===== config.mk =====
export PLATFORM = sky130hd
export DESIGN_NAME = pem_ctrl
export DESIGN_NICKNAME = d
export VERILOG_FILES = /design/src/rtl/core/prewitt_edge_magnitude_unit_macros.svh /design/src/rtl/core/pem_pkg.sv /design/src/rtl/core/pem_ctrl.sv
export SDC_FILE = /design/constraint.sdc
export NUM_CORES = 1
export LEC_CHECK = 0
export BUFFER_PORTS_ARGS = -buffer_cell sky130_fd_sc_hd__buf_2
export CAP_MARGIN = 20
export CORE_AREA = 2 2 39 41
export DETAILED_ROUTE_END_ITERATION = 12
export DIE_AREA = 0 0 41 43
export SLEW_MARGIN = 10
export SYNTH_ARGS = -nofsm -noshare
export SYNTH_HDL_FRONTEND = slang
export SYNTH_SLANG_ARGS = --single-unit

===== constraint.sdc =====
create_clock -name clk -period 1.55 [get_ports clk]
set_clock_uncertainty 0.15 [all_clocks]
set_input_delay 0.2325 -clock clk [delete_from_list [all_inputs] [get_ports clk]]
set_output_delay 0.2325 -clock clk [all_outputs]
set_load 0.02 [all_outputs]

===== src/rtl/core/prewitt_edge_magnitude_unit_macros.svh =====
// ----------------------------------------------------------------------------
// prewitt edge magnitude unit: assertion macros
// shorthand for the concurrent checks at the end of the top level
// ----------------------------------------------------------------------------
`ifndef PREWITT_EDGE_MAGNITUDE_UNIT_MACROS_SVH
`define PREWITT_EDGE_MAGNITUDE_UNIT_MACROS_SVH

// antecedent holds in this cycle, consequent in the same cycle
`define PEM_ASSERT_SAME(lbl, ante, cons, msg) \
  lbl: assert property (@(posedge clk) disable iff (!rst_n) (ante) |-> (cons)) else $error(msg);

// antecedent holds in this cycle, consequent in the next cycle
`define PEM_ASSERT_NEXT(lbl, ante, cons, msg) \
  lbl: assert property (@(posedge clk) disable iff (!rst_n) (ante) |=> (cons)) else $error(msg);

`endif


===== src/rtl/core/pem_pkg.sv =====
// ----------------------------------------------------------------------------
// pem_pkg
// shared types and constants of the prewitt edge magnitude unit
// ----------------------------------------------------------------------------
package pem_pkg;

  localparam int MAX_WIDTH_DEF = 2048;

  localparam int PIX_W    = 8;
  localparam int DIFF_W   = 11;   // signed gradient, |value| <= 765
  localparam int SQ_W     = 20;   // one square, <= 585225
  localparam int SUM_W    = 21;   // sum of two squares
  localparam int ROOT_IN_W = 16;  // root operand below saturation
  localparam int ROW_W    = 16;
  localparam int CFG_W    = 16;
  localparam int WCFG_W   = 12;

  localparam logic [PIX_W-1:0]  SAT_LIMIT  = 8'hFF;
  localparam logic [WCFG_W-1:0] WIDTH_RST  = 12'd640;
  localparam logic [ROW_W-1:0]  HEIGHT_RST = 16'd480;
  localparam int                MIN_DIM    = 3;

  // register indexes of the configuration port
  localparam logic REG_IMAGE_WIDTH  = 1'b0;
  localparam logic REG_IMAGE_HEIGHT = 1'b1;

  typedef enum logic [2:0] {
    ST_IDLE,
    ST_CALC,
    ST_SQUARE,
    ST_SUM,
    ST_ROOT,
    ST_DONE
  } pem_state_t;

  typedef struct packed {
    logic take;       // capture pixel, read line buffers
    logic calc;       // gradients, window shift, line writes, counters
    logic square;     // register both squares
    logic sum;        // add squares, load root unit
    logic root_step;  // one digit of the root
    logic load_out;   // move result into output register
  } pem_cmd_t;

  typedef struct packed {
    logic interior;   // current pixel closes an interior window
    logic root_last;  // root unit on its final digit
    logic out_busy;   // output register full and not taken this cycle
  } pem_sts_t;

endpackage


===== src/rtl/core/pem_ctrl.sv =====
// ----------------------------------------------------------------------------
// pem_ctrl
// sequencer: one item at a time through gradient, square, sum and root steps
// ----------------------------------------------------------------------------
module pem_ctrl
  import pem_pkg::*;
(
  input  logic       clk,
  input  logic       rst_n,
  input  logic       in_valid,
  output logic       in_ready,
  input  pem_sts_t   sts,
  output pem_cmd_t   cmd
);

  pem_state_t state_r, state_nxt;

  always_ff @(posedge clk) begin
    if (!rst_n) begin
      state_r <= ST_IDLE;
    end else begin
      state_r <= state_nxt;
    end
  end

  always_comb begin
    state_nxt = state_r;
    cmd       = '0;
    in_ready  = 1'b0;
    case (state_r)
      ST_IDLE: begin
        in_ready = 1'b1;
        if (in_valid) begin
          cmd.take  = 1'b1;
          state_nxt = ST_CALC;
        end
      end
      ST_CALC: begin
        cmd.calc  = 1'b1;
        state_nxt = sts.interior ? ST_SQUARE : ST_IDLE;
      end
      ST_SQUARE: begin
        cmd.square = 1'b1;
        state_nxt  = ST_SUM;
      end
      ST_SUM: begin
        cmd.sum   = 1'b1;
        state_nxt = ST_ROOT;
      end
      ST_ROOT: begin
        cmd.root_step = 1'b1;
        if (sts.root_last) begin
          state_nxt = ST_DONE;
        end
      end
      ST_DONE: begin
        if (!sts.out_busy) begin
          cmd.load_out = 1'b1;
          state_nxt    = ST_IDLE;
        end
      end
      default: begin
        state_nxt = ST_IDLE;
      end
    endcase
  end

endmodule


==> flow_summary.ini, run 1 <==
[synth]
synth_seq_area_share = 0.306
yosysWarningCount = 0
synth_cells = 22
netlist_area_um2 = 196
synth_cell_type_count = 14
synth_nets = 28
synth.area.top_cells = dfxtp_1 (31%), nor3b_1 (15%), mux2i_1 (10%)
ys_ff_latch = 3
synth_area_leader_cell = dfxtp_1
yosysTopAreaCellShare = 0.306
synth_area_per_cell_um2 = 8.93

[cts]
clock_sinks = 3
post-cts-setup-buffers = 0
clock_latency_ns = 0.23
cts.htree.levels = 1
root_buffer = clkbuf_4
cts_buffer_depth = 2
cts.clk_slew.worst_paths_ns = 0.04
cts_tree = yes
cts_buffers = 3

[route]
route.detailed.drc = 0
topRoutingLayerUsed = met3
ant_nets = 0
drt-met1-wl_um = 199
finalWirelength_um = 471
route.met2.wl_um = 231
first_pass_iters = 2
wire_per_inst_um = 8.89
via_count = 202
drt_iter0_drc = 2
met3_length_um = 40
vias_per_cell = 3.81

[grt]
grt_pass1_vias = 178
grt_usage = 0.0633
grt_pass1_wl_um = 696
antenna_found_initial = 0
grt_overflow_total = 0
grt_max_degree = 11

[critical_path]
critPathKind = register to primary output
critPathRequiredTime_ns = 1.17
max_stage_delay_ns = 0.35
cp_data_arrival_time_ns = 1.10
critical_path.slowest_cell = dfxtp_2
end_kind = primary output
start_kind = register
path_cells = nand2b_4, nor3b_1, buf_2
crit_fanout = 8

[layout]
fin_nets = 44
largest_register_ffs = 3
final_area_um2 = 307
layout-drive-gt1-share = 0.568
largest-register = state_r
synthToLayoutAreaGrowth_pct = 56.1
fill_cells = 160
mostFrequentLayoutCells = buf_2 (12), nor3b_1 (4), clkbuf_4 (3), dfxtp_2 (3)
final_common_cell = buf_2
multi_input_area_um2 = 133
seq_area_um2 = 63.8
largestRegisters = state_r: 3 flops
n_antenna_cell = 0
fin_util = 0.222

[sta]
setup_violations = 0
tightest_slew_ns = 0.207
timing_hold_violations_final = 0
layout_min_cycle_time_ns = 1.48
relSlewSlack = 0.861
period_share = 0.954
fmax_ghz = 0.676
tns_ns = 0
rsz0062_at_grt = false
maxSlewViolCount = 0

[power]
p_per_area_nw_per_um2 = 929
ir_drop_uv = 294
p_clk_frac = 0.477
switching_share = 0.269
p_leak_uw = 0.000145
seq_power_share = 0.325
combPwrFrac = 0.197
netSwitchingPower_uw = 76.7
internal_power_uw = 208

[flow_run]
maxCapViolCount = 0

[place]
placed_area_um2 = 269
numPortBuffers = 12
dpl.hpwl_um = 357
gp_congestion = 0.679

[status]
status = complete, no violations

[floorplanning]
row_count = 14
die_h_um = 43
start_util = 0.142
die_x_um = 41
ios = 13
dieArea_um2 = 1760
coreArea_um2 = 1380

[worst_hold_path]
hold_path.class = input port to register
## area by class of cell
class,count,share of cell area
Clock buffer,4,0.0857
Tap cell,16,0.0653
Timing Repair Buffer,12,0.196
Sequential cell,3,0.208
Multi-Input combinational cell,17,0.433
Inverter,1,0.0122
## metrics by stage
step / worst slack [ns] / hold WS (ns) / power (uW) / cells
2_1_floorplan: 0.0720 / 0.200 / 130 / 22
3_3_place_gp: 0.245 / 0.315 / 148 / 49
3_5_place_dp: 0.218 / 0.323 / 149 / 49
4_1_cts: 0.0312 / 0.0793 / 294 / 53
5_1_grt: 0.00584 / 0.0916 / 308 / 53
6_report: 0.0715 / 0.0834 / 285 / 53
## worst paths after layout
path	slack (ns)	to	cells after the start	startpoint
setup / recovery	0.07	cmd[0]	3	state_r[1]$_SDFFE_PN0P_
hold / removal	0.08	state_r[2]$_SDFFE_PN0P_	2	rst_n
setup reg to reg	0.41	state_r[0]$_SDFFE_PN0P_	3	state_r[0]$_SDFFE_PN0P_
hold reg to reg	0.37	state_r[1]$_SDFFE_PN0P_	1	state_r[2]$_SDFFE_PN0P_
## critical path, delay by kind of cell, from the launching register on
| family | cells | cell delay, ns |
|---|---|---|
| buffers and inverters | 1 | 0.19 |
| DFF | 1 | 0.35 |
| and+or+nand+nor | 2 | 0.33 |
## power by group through the flow
stage	Clock [uW]	Combinational, uW	Sequential, uW
after floorplan	0	44.0	86.3
after global placement	0	55.7	92.1
after CTS	144	57.6	92.1
final	136	56.2	92.7
after detailed placement	0	56.3	92.3
after global routing	152	61.7	93.8
## cell usage after synthesis
library cell	count
nor3b_1	4
dfxtp_1	3
and2_1	2
mux2i_1	2
nor2_1	2
a21oi_1	1
and2b_2	1
and3b_1	1
buf_4	1
inv_1	1
nand2b_1	1
nor3_2	1
o21a_1	1
o32ai_1	1
## kinds of logic (layout without fill, tap and decap cells)
logic type / Yosys count / after routing / synth area share
DFF: 3 / 3 / 0.306
AOI/OAI and AO/OA: 3 / 3 / 0.108
and+or+nand+nor: 12 / 12 / 0.427
buffers and inverters: 2 / 17 / 0.0573
muxes: 2 / 2 / 0.102
## layer usage
| layer | track usage | up-vias |
|---|---|---|
| met5 | 0 | - |
| met2 | 0.0844 | 7 |
| met3 | 0.0314 | 0 |
| li1 | - | 107 |
| met1 | 0.0675 | 88 |
| met4 | 0.0600 | 0 |
## what timing repair did
item,in CTS,in global routing
endpoints found under the hold margin,0,0
hold buffers,0,0
setup endpoints to repair,2,2
pin swaps,0,0
gates resized for setup,3,1
gates cloned,0,0
Power figures use the tool's default switching activity.
==> inputs of run 2 (changes only) <==
--- a/config.mk
+++ b/config.mk
@@ -5,11 +5,12 @@
 export SDC_FILE = /design/constraint.sdc
 export NUM_CORES = 1
 export LEC_CHECK = 0
-export BUFFER_PORTS_ARGS = -buffer_cell sky130_fd_sc_hd__buf_2
 export CAP_MARGIN = 20
 export CORE_AREA = 2 2 39 41
+export CTS_BUF_LIST = sky130_fd_sc_hd__clkbuf_4 sky130_fd_sc_hd__clkbuf_8 sky130_fd_sc_hd__clkbuf_16
 export DETAILED_ROUTE_END_ITERATION = 12
 export DIE_AREA = 0 0 41 43
+export DONT_BUFFER_PORTS = 1
 export SLEW_MARGIN = 10
 export SYNTH_ARGS = -nofsm -noshare
 export SYNTH_HDL_FRONTEND = slang
==> flow_summary.ini, run 2 (synthesis results as in run 1) <==
[critical_path]
critPathKind = register to primary output
cp_top_family = flip-flops
worst-path-stages = 3
ff2ff_path_depth = 2
crit_fanout = 8
endpoint = cmd[0]
max_stage_delay_ns = 0.34
cp_data_arrival_time_ns = 1.08
r2r_start = state_r[2]$_SDFFE_PN0P_
rr_endpoint = state_r[2]$_SDFFE_PN0P_
critPathRequiredTime_ns = 1.17
critical_path.slowest_cell = dfxtp_2
cp-startpoint = state_r[1]$_SDFFE_PN0P_
crit_buf_inv = 1
ff2ff_setup_slack_ns = 0.39
path_cells = nand2b_4, nor3b_1, buf_4
end_kind = primary output
start_kind = register

[route]
ant_nets = 0
drt_iter0_drc = 0
finalWirelength_um = 470
route.detailed.drc = 0
vias_per_cell = 4.15
wire_per_inst_um = 10.0
via_count = 195
first_pass_iters = 1

[cts]
post-cts-setup-buffers = 0
cts_buffers = 3
cts_buffer_depth = 2
root_buffer = clkbuf_4
cts_tree = yes
cts.htree.levels = 1
clock_latency_ns = 0.23
cts.clk_slew.worst_paths_ns = 0.04
clock_sinks = 3

[grt]
grt_overflow_total = 0
grt_pass1_vias = 185
grt_pass1_wl_um = 710
grt_max_degree = 11
antenna_found_initial = 0
grt_usage = 0.0683

[layout]
layout-drive-gt1-share = 0.452
fin_util = 0.217
synthToLayoutAreaGrowth_pct = 52.9
largest-register = state_r
largest_register_ffs = 3
n_antenna_cell = 0
largestRegisters = state_r: 3 flops
fin_nets = 38
final_area_um2 = 300
mostFrequentLayoutCells = nor3b_1 (4), clkbuf_4 (4), buf_4 (4)

[sta]
relSlewSlack = 0.741
maxSlewViolCount = 0
setup_violations = 0
tns_ns = 0
timing_hold_violations_final = 0
fmax_ghz = 0.683
rsz0062_at_grt = false
tightest_slew_ns = 0.388
layout_min_cycle_time_ns = 1.46
timing.final.ws_setup_ns = 0.0864
period_share = 0.944

[power]
ir_drop_uv = 298
p_clk_frac = 0.511
switching_share = 0.247
netSwitchingPower_uw = 74.3
combPwrFrac = 0.181
internal_power_uw = 226
seq_power_share = 0.308
power.total_uw = 300
p_leak_uw = 0.000123
p_per_area_nw_per_um2 = 1000

[floorplanning]
start_util = 0.142
coreArea_um2 = 1380
die_x_um = 41
die_h_um = 43
row_count = 14
dieArea_um2 = 1760
ios = 13

[place]
placed_area_um2 = 239
place_ws_ns = 0.228
numPortBuffers = 0
gp_congestion = 0.668

[flow_run]
maxCapViolCount = 0

[status]
status = complete, no violations

[worst_hold_path]
hold_path.class = input port to register
==> run 2: cell types whose count changed in the layout (fill, tap and decap cells not counted) <==
| cell | change |
|---|---|
| buf_4 | +4 |
| dlygate4sd3_1 | +2 |
| buf_2 | -12 |
| clkbuf_4 | +1 |
| clkbuf_1 | -1 |
==> run 2: what timing repair did <==
| action | CTS | global route |
|---|---|---|
| hold buffers | 1 | 1 |
| endpoints found under the setup margin | 2 | 2 |
| gates resized for setup | 3 | 1 |
| endpoints found under the hold margin | 2 | 1 |
==> run 2: tightest hold or removal path, cell delays in order <==
cell,delay (ns)
inv_1,0.03
a21oi_1,0.06
o21a_1,0.15
==> run 2: how the worst min path moves through the flow <==
stage                 from                       to  slack [ns]  cells after the start
CTS                  rst_n  state_r[1]$_SDFFE_PN0P_        0.01                      1
detailed placement   rst_n  state_r[2]$_SDFFE_PN0P_        0.21                      1
floorplan            rst_n  state_r[2]$_SDFFE_PN0P_        0.20                      1
global placement     rst_n  state_r[2]$_SDFFE_PN0P_        0.20                      1
finish              sts[0]  state_r[2]$_SDFFE_PN0P_        0.13                      3
global route        sts[0]  state_r[2]$_SDFFE_PN0P_        0.14                      3
==> run 2: per-stage QoR <==
step,hold WS (ns),instances
floorplan,0.200,22
global placement,0.202,41
detailed placement,0.206,41
CTS,0.00979,46
global route,0.145,47
finish,0.131,47
==> run 2: metal layers <==
layer / share of wire / up-vias / wire (um) / track usage
li1: - / 95 / - / -
met1: 0.34 / 91 / 162 / 0.0482
met2: 0.47 / 9 / 221 / 0.0875
met3: 0.18 / 0 / 86 / 0.0995
met4: 0 / 0 / 0 / 0.0400
met5: 0 / - / 0 / 0
==> run 2: power by group through the flow <==
stage | combinational, uW | sequential, uW | clock, uW
3_5_place_dp | 50.1 | 92.4 | 0
6_report | 54.4 | 92.6 | 153
5_1_grt | 58.5 | 93.8 | 173
4_1_cts | 53.6 | 92.1 | 160
3_3_place_gp | 49.7 | 92.3 | 0
2_1_floorplan | 44.0 | 86.3 | 0
==> run 2: layout make-up <==
type | instances | area (um^2)
inverter | 1 | 3.75
fill | 157 | 1080
tap | 16 | 20.0
clock buffer | 4 | 30.0
sequential | 3 | 63.8
timing repair buffer | 6 | 50.0
multi-input combinational | 17 | 133
